[config.mk]
export PLATFORM = sky130hd
export DESIGN_NAME = elevator_look_car_controller_core
export DESIGN_NICKNAME = d
export VERILOG_FILES = /design/src/design/elc_pkg.sv /design/src/design/elc_scan.sv /design/src/design/elevator_look_car_controller_core.sv
export SDC_FILE = /design/constraint.sdc
export NUM_CORES = 1
export LEC_CHECK = 0
export ABC_AREA = 0
export BUFFER_PORTS_ARGS = -buffer_cell sky130_fd_sc_hd__buf_2
export CAP_MARGIN = 20
export CORE_MARGIN = 8
export CORE_UTILIZATION = 61
export DETAILED_ROUTE_END_ITERATION = 7
export GPL_TIMING_DRIVEN = 1
export PLACE_DENSITY_LB_ADDON = 0.2
export SLEW_MARGIN = 10
export SYNTH_ARGS = -nofsm -noshare
export SYNTH_HDL_FRONTEND = slang
export SYNTH_SLANG_ARGS = --single-unit
export TNS_END_PERCENT = 1
[constraint.sdc]
create_clock -name clk_i -period 5.9 [get_ports clk_i]
set_clock_uncertainty 0.05 [all_clocks]
set_input_delay 0.885 -clock clk_i [delete_from_list [all_inputs] [get_ports clk_i]]
set_output_delay 0.885 -clock clk_i [all_outputs]
set_load 0.03 [all_outputs]
[src/design/elc_pkg.sv]
// ----------------------------------------------------------------------------
// elc_pkg
// Shared types, codes and helpers for the LOOK elevator car controller.
// ----------------------------------------------------------------------------
package elc_pkg;

  // default number of floors the bitmap can hold
  localparam int DEFAULT_MAX_FLOORS = 16;

  // fixed field widths
  localparam int FLOOR_W = 4;
  localparam int FIU_W   = 5;
  localparam int DIR_W   = 2;

  // reset value of the floor count register
  localparam logic [FIU_W-1:0] FIU_RESET = 5'd16;

  // item command codes
  localparam logic CMD_TICK    = 1'b0;
  localparam logic CMD_REQUEST = 1'b1;

  // travel direction
  typedef enum logic [DIR_W-1:0] {
    DIR_STOP = 2'd0,
    DIR_UP   = 2'd1,
    DIR_DOWN = 2'd2
  } dir_e;

  // sequencer states
  typedef enum logic [1:0] {
    ST_IDLE,
    ST_SCAN,
    ST_FINISH
  } state_e;

  // scan summary handed from the scan unit to the sequencer
  typedef struct packed {
    logic               lo_found;
    logic [FLOOR_W-1:0] lo;
    logic               hi_found;
    logic [FLOOR_W-1:0] hi;
  } scan_res_t;

  // effective floor count: zero acts as one, clamp at the bitmap size
  function automatic int eff_floors(input logic [FIU_W-1:0] fiu, input int max_floors);
    int n;
    n = int'(fiu);
    if (n < 1) begin
      n = 1;
    end else if (n > max_floors) begin
      n = max_floors;
    end
    return n;
  endfunction

endpackage

[src/design/elc_scan.sv]
// ----------------------------------------------------------------------------
// elc_scan
// Floor scanner: walks the request bitmap one floor per cycle and keeps the
// lowest request and the highest request at or above the car.
// ----------------------------------------------------------------------------
module elc_scan #(
  parameter int MAX_FLOORS = elc_pkg::DEFAULT_MAX_FLOORS
) (
  input  logic                                 clk_i,
  input  logic                                 rst_ni,
  input  logic                                 start_i,
  input  logic [$clog2(MAX_FLOORS+1)-1:0]      eff_n_i,
  input  logic [MAX_FLOORS-1:0]                pending_i,
  input  logic [elc_pkg::FLOOR_W-1:0]          car_floor_i,
  output elc_pkg::scan_res_t                   res_o,
  output logic                                 done_o
);

  localparam int CW = $clog2(MAX_FLOORS + 1);
  localparam int IW = $clog2(MAX_FLOORS);

  logic               busy_q;
  logic [CW-1:0]      cnt_q;
  logic               done_q;
  elc_pkg::scan_res_t res_q;
  logic               bit_set;
  logic               last;

  // current floor under test
  assign bit_set = pending_i[IW'(cnt_q)];
  assign last    = (cnt_q == (eff_n_i - CW'(1)));

  // scan control
  always_ff @(posedge clk_i or negedge rst_ni) begin
    if (!rst_ni) begin
      busy_q <= 1'b0;
      cnt_q  <= '0;
      done_q <= 1'b0;
    end else begin
      done_q <= 1'b0;
      if (start_i) begin
        busy_q <= 1'b1;
        cnt_q  <= '0;
      end else if (busy_q) begin
        cnt_q <= cnt_q + CW'(1);
        if (last) begin
          busy_q <= 1'b0;
          done_q <= 1'b1;
        end
      end
    end
  end

  // running lowest and highest-above-car
  always_ff @(posedge clk_i) begin
    if (start_i) begin
      res_q <= '0;
    end else if (busy_q && bit_set) begin
      if (!res_q.lo_found) begin
        res_q.lo_found <= 1'b1;
        res_q.lo       <= elc_pkg::FLOOR_W'(cnt_q);
      end
      if (int'(cnt_q) >= int'(car_floor_i)) begin
        res_q.hi_found <= 1'b1;
        res_q.hi       <= elc_pkg::FLOOR_W'(cnt_q);
      end
    end
  end

  assign res_o  = res_q;
  assign done_o = done_q;

endmodule

[src/design/elevator_look_car_controller_core.sv]
// ----------------------------------------------------------------------------
// elevator_look_car_controller_core
// LOOK scheduler for one elevator car with a floor request bitmap.
// ----------------------------------------------------------------------------
// Usage:
//   Input channel (in_valid_i / in_stall_o) carries one item: cmd_i selects a
//   tick (one scheduling step) or a floor request on request_floor_i.
//   Output channel (out_valid_o / out_stall_i) returns one result per item:
//   car floor, direction and the moved / served / idle / ignored flags.
//   floors_in_use_we_i writes floors_in_use_i; write only while idle.
// Sequencing:
//   a request item goes from acceptance straight to the finish step; a tick
//   first passes the scan step, in which the scanner examines one floor of
//   the request bitmap per cycle up to N, the effective floor count. The
//   result is registered in the finish step. One item is in work at a time,
//   so no new item is accepted until the last result has been loaded.
// Reset: no requests, car at floor 0, stopped, floor count 16.
// Stall: a finished result waits in the output register; the next item is
//   accepted meanwhile and holds in its last step until the register frees.
// ----------------------------------------------------------------------------
module elevator_look_car_controller_core #(
  parameter int MAX_FLOORS = elc_pkg::DEFAULT_MAX_FLOORS
) (
  input  logic                          clk_i,
  input  logic                          rst_ni,
  // configuration
  input  logic                          floors_in_use_we_i,
  input  logic [elc_pkg::FIU_W-1:0]     floors_in_use_i,
  // input items
  input  logic                          in_valid_i,
  output logic                          in_stall_o,
  input  logic                          cmd_i,
  input  logic [elc_pkg::FLOOR_W-1:0]   request_floor_i,
  // result items
  output logic                          out_valid_o,
  input  logic                          out_stall_i,
  output logic [elc_pkg::FLOOR_W-1:0]   car_floor_o,
  output logic [elc_pkg::DIR_W-1:0]     direction_o,
  output logic                          moved_o,
  output logic                          served_o,
  output logic                          idle_o,
  output logic                          request_ignored_o
);

  localparam int CW = $clog2(MAX_FLOORS + 1);
  localparam int IW = $clog2(MAX_FLOORS);

  elc_pkg::state_e                state_q, state_d;
  logic [MAX_FLOORS-1:0]          pend_q, pend_d;
  logic [elc_pkg::FLOOR_W-1:0]    pos_q, pos_d;
  elc_pkg::dir_e                  dir_q, dir_d;
  logic [elc_pkg::FIU_W-1:0]      fiu_q;
  logic                           cmd_q;
  logic [elc_pkg::FLOOR_W-1:0]    floor_q;

  logic                           out_valid_q;
  logic [elc_pkg::FLOOR_W-1:0]    out_floor_q;
  elc_pkg::dir_e                  out_dir_q;
  logic                           out_moved_q, out_served_q, out_idle_q, out_ign_q;

  logic [CW-1:0]                  eff_n;
  logic [CW-1:0]                  cfg_eff_n;
  logic [MAX_FLOORS-1:0]          cfg_mask;
  logic [MAX_FLOORS-1:0]          eff_mask;
  logic                           scan_start;
  logic                           scan_done;
  elc_pkg::scan_res_t             scan_res;
  logic                           out_load;
  logic                           in_accept;

  logic                           found;
  logic [elc_pkg::FLOOR_W-1:0]    target;
  logic                           moved, served, idle, ignored;

  assign eff_n     = CW'(elc_pkg::eff_floors(fiu_q, MAX_FLOORS));
  assign cfg_eff_n = CW'(elc_pkg::eff_floors(floors_in_use_i, MAX_FLOORS));
  assign in_accept = in_valid_i && !in_stall_o;

  // served-floor masks for the new and current floor count
  always_comb begin
    for (int i = 0; i < MAX_FLOORS; i++) begin
      cfg_mask[i] = (i < int'(cfg_eff_n));
      eff_mask[i] = (i < int'(eff_n));
    end
  end

  // single floor scanner, started by tick items
  elc_scan #(
    .MAX_FLOORS(MAX_FLOORS)
  ) u_scan (
    .clk_i      (clk_i),
    .rst_ni     (rst_ni),
    .start_i    (scan_start),
    .eff_n_i    (eff_n),
    .pending_i  (pend_q),
    .car_floor_i(pos_q),
    .res_o      (scan_res),
    .done_o     (scan_done)
  );

  // target selection from the scan summary
  always_comb begin
    found  = 1'b0;
    target = pos_q;
    case (dir_q)
      elc_pkg::DIR_UP: begin
        if (scan_res.hi_found) begin
          found  = 1'b1;
          target = scan_res.hi;
        end else if (scan_res.lo_found && (scan_res.lo <= pos_q)) begin
          found  = 1'b1;
          target = scan_res.lo;
        end
      end
      elc_pkg::DIR_DOWN: begin
        if (scan_res.lo_found && (scan_res.lo <= pos_q)) begin
          found  = 1'b1;
          target = scan_res.lo;
        end else if (scan_res.hi_found) begin
          found  = 1'b1;
          target = scan_res.hi;
        end
      end
      default: begin
        if (scan_res.lo_found) begin
          found  = 1'b1;
          target = scan_res.lo;
        end
      end
    endcase
  end

  // state update at the end of an item
  always_comb begin
    pend_d  = pend_q;
    pos_d   = pos_q;
    dir_d   = dir_q;
    moved   = 1'b0;
    served  = 1'b0;
    idle    = 1'b0;
    ignored = 1'b0;
    if (cmd_q == elc_pkg::CMD_REQUEST) begin
      if (int'(floor_q) < int'(eff_n)) begin
        pend_d[IW'(floor_q)] = 1'b1;
      end else begin
        ignored = 1'b1;
      end
    end else if (!found) begin
      dir_d = elc_pkg::DIR_STOP;
      idle  = 1'b1;
    end else begin
      if (target > pos_q) begin
        dir_d = elc_pkg::DIR_UP;
        pos_d = pos_q + elc_pkg::FLOOR_W'(1);
        moved = 1'b1;
      end else if (target < pos_q) begin
        dir_d = elc_pkg::DIR_DOWN;
        pos_d = pos_q - elc_pkg::FLOOR_W'(1);
        moved = 1'b1;
      end
      if (pend_q[IW'(pos_d)]) begin
        pend_d[IW'(pos_d)] = 1'b0;
        served             = 1'b1;
      end
    end
  end

  // sequencer
  always_comb begin
    state_d    = state_q;
    scan_start = 1'b0;
    out_load   = 1'b0;
    case (state_q)
      elc_pkg::ST_IDLE: begin
        if (in_valid_i) begin
          if (cmd_i == elc_pkg::CMD_TICK) begin
            scan_start = 1'b1;
            state_d    = elc_pkg::ST_SCAN;
          end else begin
            state_d = elc_pkg::ST_FINISH;
          end
        end
      end
      elc_pkg::ST_SCAN: begin
        if (scan_done) begin
          state_d = elc_pkg::ST_FINISH;
        end
      end
      elc_pkg::ST_FINISH: begin
        if (!out_valid_q || !out_stall_i) begin
          out_load = 1'b1;
          state_d  = elc_pkg::ST_IDLE;
        end
      end
      default: begin
        state_d = elc_pkg::ST_IDLE;
      end
    endcase
  end

  assign in_stall_o = (state_q != elc_pkg::ST_IDLE);

  // control and car state
  always_ff @(posedge clk_i or negedge rst_ni) begin
    if (!rst_ni) begin
      state_q     <= elc_pkg::ST_IDLE;
      pend_q      <= '0;
      pos_q       <= '0;
      dir_q       <= elc_pkg::DIR_STOP;
      fiu_q       <= elc_pkg::FIU_RESET;
      out_valid_q <= 1'b0;
    end else begin
      state_q <= state_d;
      if (floors_in_use_we_i) begin
        fiu_q  <= floors_in_use_i;
        pend_q <= pend_q & cfg_mask;
      end else if (out_load) begin
        pend_q <= pend_d;
        pos_q  <= pos_d;
        dir_q  <= dir_d;
      end
      if (out_load) begin
        out_valid_q <= 1'b1;
      end else if (!out_stall_i) begin
        out_valid_q <= 1'b0;
      end
    end
  end

  // item capture and result payload
  always_ff @(posedge clk_i) begin
    if (in_accept) begin
      cmd_q   <= cmd_i;
      floor_q <= request_floor_i;
    end
    if (out_load) begin
      out_floor_q  <= pos_d;
      out_dir_q    <= dir_d;
      out_moved_q  <= moved;
      out_served_q <= served;
      out_idle_q   <= idle;
      out_ign_q    <= ignored;
    end
  end

  assign out_valid_o       = out_valid_q;
  assign car_floor_o       = out_floor_q;
  assign direction_o       = out_dir_q;
  assign moved_o           = out_moved_q;
  assign served_o          = out_served_q;
  assign idle_o            = out_idle_q;
  assign request_ignored_o = out_ign_q;

  // car never leaves the bitmap
  a_pos_range: assert property (@(posedge clk_i) disable iff (!rst_ni)
    int'(pos_q) < MAX_FLOORS)
    else $error("car position beyond floor bitmap");

  // no request pending at an unserved floor
  a_pend_served: assert property (@(posedge clk_i) disable iff (!rst_ni)
    (pend_q & ~eff_mask) == '0)
    else $error("request pending above floor count");

  // a new result only comes from the finishing step
  a_out_src: assert property (@(posedge clk_i) disable iff (!rst_ni)
    $rose(out_valid_q) |-> $past(state_q) == elc_pkg::ST_FINISH)
    else $error("result loaded outside finish step");

  // a served tick leaves no request at the car floor
  a_served_clear: assert property (@(posedge clk_i) disable iff (!rst_ni)
    (out_load && cmd_q == elc_pkg::CMD_TICK && served) |=> !pend_q[IW'(pos_q)])
    else $error("served request not cleared");

  // idle tick never reports a move or a service
  a_idle_excl: assert property (@(posedge clk_i) disable iff (!rst_ni)
    out_valid_q |-> !(out_idle_q && (out_moved_q || out_served_q)))
    else $error("idle result with move or service");

endmodule
== Word-level counts from Yosys, hierarchy flattened ==
Index checks and enable logic that the tools add are counted.

* Reduce and logical (&&, ||, !) cells: 21
* Muxes and demuxes: 65
* Multiply operators: 0
* Shifts and indexed selects: 0
* Equality and inequality tests: 10
* Div/mod/pow operators: 0
* $add $sub $neg: 4
* Magnitude comparators: 30
* Bitwise logic cells: 7

{| class="wikitable"
|+ Operators with widths
! operator !! count
|-
| two-way mux 16 bit || 6
|-
| two-way mux 4 bit || 11
|-
| < comparator 4 x 5 -> 1 bit (first input constant) || 8
|-
| bitwise AND 16 bit || 2
|-
| two-way mux 5 bit || 6
|-
| two-way mux 1 bit || 27
|-
| < comparator 3 x 5 -> 1 bit (first input constant) || 4
|-
| two-way mux 2 bit || 8
|-
| NOT 16 bit || 1
|-
| bitwise OR 16 bit || 1
|-
| < comparator 4 x 5 -> 1 bit (second input constant) || 3
|-
| > comparator 5 bit (second input constant) || 2
|-
| < comparator 1 x 5 -> 1 bit (first input constant) || 2
|-
| < comparator 2 x 5 -> 1 bit (first input constant) || 2
|-
| < comparator 5 x 1 -> 1 bit (second input constant) || 2
|-
| binary-select mux 1 bit (select 4 bit) || 2
|-
| demux 1 bit (select 4 bit) || 2
|-
| >= comparator 4 x 1 -> 1 bit (second input constant) || 2
|-
| case mux 4 bit (2 select lines) || 1
|-
| case mux 2 bit (3 select lines) || 1
|-
| AND reduction 2 bit || 3
|-
| nonzero test 2 bit || 3
|-
| nonzero test 3 bit || 2
|-
| adder 5 x 1 -> 5 bit (second input constant) || 1
|-
| 23 further kinds || 35
|}

* Memories kept: 0
* Latch bits: 0
* Memory bits (writable): 0
* ROM bits: 0
* Output and inout bits: 12
* Register bits after elaboration: 62

== Longest topological paths before layout ==
* Word-level depth: 21
* Depth in mapped cells: 23
* Mapped depth without buffers: 20

== Cells and area by module ==
From an unflattened synthesis, not the netlist that was laid out.

* Cells, all modules: 494
* Area total of the unflattened synthesis: 4619.4 µm²

{| class="wikitable"
|+ By module, submodules not included
! module !! cells each !! area an instance (µm²) !! times used !! seq. area each (µm²)
|-
| elevator_look_car_controller_core || 376 || 3485.8 || 1 || 1202.4
|-
| elc_scan || 118 || 1133.6 || 1 || 375.4
|}

== Least setup slack after synthesis ==
No wires, ideal clock.

* Path type: reg2reg
* Start: register pos_q[1] (netlist bit)
* End: register pend_q[11]
* Clock period less this slack: 4.750 ns
* Required time: 5.722 ns
* Cell stages (with the launch flop): 23
* Setup slack: 1.150 ns
* Setup time: 0.128 ns
* Data arrival time: 4.573 ns
* Cells stage by stage: dfrtp_1 > inv_1 > ha_1 > nor2b_1 > o21ai_0 > nand2b_1 > a21oi_1 > o21ai_0 > clkbuf_1 > mux2i_1 > a211oi_1 > a21o_1 > ha_1 > and4_1 > buf_2 > and3_1 > a31o_2 > nor2_2 > mux2_2 > a32oi_1 > a32o_2 > nand2_2 > mux2_1

* Longest elaborated chain between the ends: 21
* Elaborated cells between the ends (all ways): 37
* Those cells by class: add/sub: 2; order compare: 5; mux: 23; bitwise: 2; reduce/logical: 5

{| class="wikitable"
|+ Ends and longest elaborated chain
! what !! line !! source
|-
| start, declared || elevator_look_car_controller_core.sv:50 || <nowiki>logic [elc_pkg::FLOOR_W-1:0] pos_q, pos_d;</nowiki>
|-
| start signal, assigned || elevator_look_car_controller_core.sv:219 || <nowiki>pos_q <= pos_d;</nowiki>
|-
| <= comparator 4 bit || elevator_look_car_controller_core.sv:110, elevator_look_car_controller_core.sv:116 ||
|-
| logical AND 1 bit || elevator_look_car_controller_core.sv:110, elevator_look_car_controller_core.sv:116 ||
|-
| two-way mux 4 bit || elevator_look_car_controller_core.sv:110 || <nowiki>end else if (scan_res.lo_found && (scan_res.lo <= pos_q)) begin</nowiki>
|-
| two-way mux 4 bit || elevator_look_car_controller_core.sv:107 || <nowiki>if (scan_res.hi_found) begin</nowiki>
|-
| case mux 4 bit (2 select lines) || elevator_look_car_controller_core.sv:105 || <nowiki>case (dir_q)</nowiki>
|-
| < comparator 4 bit || elevator_look_car_controller_core.sv:156 || <nowiki>end else if (target < pos_q) begin</nowiki>
|-
| two-way mux 4 bit || elevator_look_car_controller_core.sv:156 ||
|-
| two-way mux 4 bit || elevator_look_car_controller_core.sv:152 || <nowiki>if (target > pos_q) begin</nowiki>
|-
| (+5 left out) || n/a ||
|-
| demux 1 bit (select 4 bit) || elevator_look_car_controller_core.sv:162 || <nowiki>pend_d[IW'(pos_d)] = 1'b0;</nowiki>
|-
| NOT 16 bit (no source line) || n/a ||
|-
| bitwise AND 16 bit (no source line) || n/a ||
|-
| two-way mux 16 bit || elevator_look_car_controller_core.sv:161 || <nowiki>if (pend_q[IW'(pos_d)]) begin</nowiki>
|-
| two-way mux 16 bit || elevator_look_car_controller_core.sv:148 || <nowiki>end else if (!found) begin</nowiki>
|-
| two-way mux 16 bit || elevator_look_car_controller_core.sv:142 || <nowiki>if (cmd_q == elc_pkg::CMD_REQUEST) begin</nowiki>
|-
| two-way mux 16 bit || elevator_look_car_controller_core.sv:217 || <nowiki>end else if (out_load) begin</nowiki>
|-
| two-way mux 16 bit || elevator_look_car_controller_core.sv:214 || <nowiki>if (floors_in_use_we_i) begin</nowiki>
|-
| end signal, assigned || elevator_look_car_controller_core.sv:216 || <nowiki>pend_q <= pend_q & cfg_mask;</nowiki>
|-
| end signal, assigned || elevator_look_car_controller_core.sv:218 || <nowiki>pend_q <= pend_d;</nowiki>
|-
| end, declared || elevator_look_car_controller_core.sv:49 || <nowiki>logic [MAX_FLOORS-1:0] pend_q, pend_d;</nowiki>
|}

Parallel ways exist; a longest one is shown, timed or not. The select of a mux whose other input is x is not followed.
A chain may end at the register's enable or synchronous reset.

== Final worst setup path ==
Same ends and word-level chain as after synthesis.

==> summary.md <==
| Metric | Value |
|---|---|
| Status | `complete, no violations` |
| 1st-iter DRT viols | `~240` |
| CTS Root Cell | `clkbuf_8` |
| Via density | `around 6.6` |
| Largest net degree at the start of global routing | `38` |
| Worst-Margin Slew | `between 0.9 and 1 ns` |
| Core Util, Final | `67.7%` |
| Clock buffer depth | `2` |
| RSZ-0062 raised after global routing | `false` |
| Pre-CTS WS | `between 0.6 and 0.7 ns` |
| Post-placement cell count | `around 540` |
| Worst Setup SP | `pos_q[1]` |
| Starting density of the core | `62.6%` |
| Slew Viols, Final | `0` |
| CP endpoint kind | `register` |
| Routed len/inst | `between 15 and 20 um` |
| # DRC | `0` |
| Final WL | `around 11000 um` |
| CP Max Fanout | `15` |
| Buffers on Ports | `26` |
| Via count | `3642` |
| Post-cts resize count | `0` |
| Asr flop ratio synth | `59.7%` |
| Hold Crit Class | `register to register` |
| Fin nets | `roughly 500` |
| Post-CTS Setup Inserts | `0` |
| Peak supply drop | `approximately 0.00026 V` |
| Netlist cell types | `about 70` |
| Die footprint | `~0.0098 sq mm` |
| # hold bufs at CTS | `0` |
| Synth warn | `0` |
| Max-cap viol count | `0` |
| GRT overflow | `0` |
| Post-synth EDFFs | `15` |
| Pre-antenna DRT Iters | `5` |
| Min-delay src | `u_scan.res_o[2]` |
| CTS tree | `built` |
| R2R Path Start | `pos_q[1]` |
| Area post-placement | `0.00435 sq mm` |
| Cells after Synth | `451` |
| Post-DRT Antenna Nets | `0` |
| Smallest hold slack | `0.447 ns` |
| Number of global-route vias before repair | `3631` |
| GRT Overall Usage | `23.1%` |
| CTS clk-pin slew, worst paths | `~0.080 ns` |
| Ys flop type | `dfrtp_1` |
| Height of the die | `about 99 um` |
| Fmax | `~190 MHz` |
| Worst EP arrival | `5.52 ns` |
| ANT cells | `0` |
| CTS H-tree lvls | `3` |
| Final Hold Violating Endpoints | `0` |
| Tcrit/Tclk final | `90.5%` |
| Static Leak | `about 1.9 nW` |
| Filler instances | `554` |
| First-pass GRT wire length | `17900 um` |
| Die W | `99.0 um` |
| Clock Latency Late Sink | `between 0.3 and 0.4 ns` |
| Dpl hpwl | `~8000 um` |
| CP required | `around 6.1 ns` |
| Cell Area, Synth | `~0.0042 sq mm` |
| GPL Wtd Cong | `roughly 0.93` |
| Hold Path Depth | `2` |
| Endpoints failing setup | `0` |
| Final Worst Setup Slack | `~0.56 ns` |
| FP Rows | `30` |
| Power per cell area | `about 580 mW/mm^2` |
| Final std cells w/o fill | `approximately 550` |
| I/O Pins | `27` |
| Layout area overhead | `8.09%` |
| Post-route setup TNS | `0 ns` |
| Type of the worst setup path | `register to register` |
| Sequential fraction of the synthesis area | `between 30% and 40%` |
| Pwr Total | `between 2 and 3 mW` |
| Net Count, Synth | `just under 500` |
| CTS sink count | `between 60 and 70` |
| Slew headroom | `approximately two fifths` |
| CP Launch Type | `register` |
| Core area | `0.00672 sq mm` |
| Num CTS Buffers | `9` |
| Share of cells above drive strength 1 | `16.9%` |
| Cell count of the worst reg-to-reg path | `21` |
| Post-route cell area | `approximately 0.0045 sq mm` |
| FF+latch count, synth | `between 60 and 70` |
| Mapped Avg Cell Area | `between 9 and 10 sq um` |
| Tmin final | `between 5 and 6 ns` |
| Initial antenna violation count | `0` |
==> power breakdown <==
part	switching [mW]	internal [mW]
Sequential	0.138	0.543
Clock	0.177	0.188
Combinational	0.992	0.615
Total	1.31	1.35
==> flip-flops by register name (all words and copies together), names as in the netlist, 2 cells and up <==
| name | flops |
|---|---|
| pend_q | 16 |
| u_scan.res_o | 10 |
| fiu_q | 5 |
| u_scan.cnt_q | 5 |
| car_floor_o | 4 |
| floor_q | 4 |
| pos_q | 4 |
| dir_q | 2 |
| direction_o | 2 |
| state_q | 2 |
==> kinds of logic after synthesis <==
logic type | synth area share, %
flip-flops | 37.5
AND/OR/NAND/NOR | 21.0
buffers and inverters | 4.28
XOR/XNOR | 2.89
AO/OA/AOI/OAI | 18.2
multiplexers | 9.85
adder cells (fa/ha/maj) | 6.25
==> synth_stat cells, types with 4 or more instances <==
cell type	n	share of area, %
ha_1	21	6.2
nor3b_1	4	0.71
and2_1	5	0.74
clkbuf_1	19	1.7
or2_2	4	0.59
a21oi_1	27	3.2
xnor2_1	8	1.7
dfxtp_1	10	4.8
nand2b_1	18	2.7
nand3_1	10	1.2
nand4_1	4	0.59
a211oi_1	5	0.89
nor3_1	13	1.5
nand2_1	37	3.3
xor2_1	4	0.83
o21ai_0	22	2.6
mux2i_1	20	4.8
o211ai_1	6	1.1
dfrtp_1	36	21
edfxtp_1	15	11
and4_1	4	0.83
nor2b_1	11	1.6
inv_1	14	1.2
mux2_2	8	2.1
mux4_2	5	2.7
nor2_1	41	3.7
a31oi_1	11	1.6
==> layout make-up <==
type,count,area [sq um],area share (%)
Multi-Input combinational cell,349,2450,53.9
Sequential cell,62,1580,34.7
Timing Repair Buffer,32,175,3.85
Clock buffer,11,163,3.58
Tap cell,80,100,2.20
Inverter,14,52.6,1.16
Clock inverter,5,30.0,0.660
==> metal layers <==
layer	part of all wire, %	global-route usage [%]	vias up
li1	-	-	1696
met3	6.9	5.57	42
met4	4.3	13.7	0
met5	0	0	-
met2	48	37.9	159
met1	41	26.8	1745
==> worst max-delay path, cell delays in order (launching register included) <==
cell and delay [ns]:
dfrtp_1 0.44, inv_1 0.17, ha_1 0.33, nor2b_1 0.13
o21ai_0 0.14, nand2b_1 0.07, a21oi_1 0.13, o21ai_0 0.10
buf_4 0.20, a211o_1 0.27, nor3b_1 0.19, nor3_1 0.09
ha_1 0.31, and4_1 0.32, and3_1 0.24, a31o_2 0.24
nor2_2 0.24, mux2_2 0.38, a32oi_1 0.22, a32o_2 0.43
nand2_2 0.19, mux2_1 0.34
==> placed cells by master (no fill, tap or decap), types with 4 or more instances in the layout <==
cell type  instances
and4_1             4
nor3b_1            4
ha_1              21
nand2b_1          18
xor2_1             4
buf_4              6
mux2_2             8
inv_1             14
mux4_2             5
dfxtp_1           10
and2_1             5
nor2b_1           11
o21ai_0           22
edfxtp_1          15
mux2i_1           20
nor2_1            41
or2_2              4
xnor2_1            8
a21oi_1           27
buf_2             26
nor3_1            13
a31oi_1           11
nand2_1           37
a211oi_1           5
nand3_1           10
nand4_1            4
clkbuf_8          10
dfrtp_1           36
o211ai_1           6
==> worst paths after layout <==
check                                  endpoint  slack, ns
worst max-delay path                 pend_q[11]       0.56
worst max register to register       pend_q[11]       0.56
worst min-delay path            u_scan.res_o[2]       0.45
worst min register to register  u_scan.res_o[2]       0.45
min in group asynchronous              dir_q[1]       0.61
max in group asynchronous              fiu_q[3]       4.62
No activity file was read; power rests on OpenSTA's default activity.
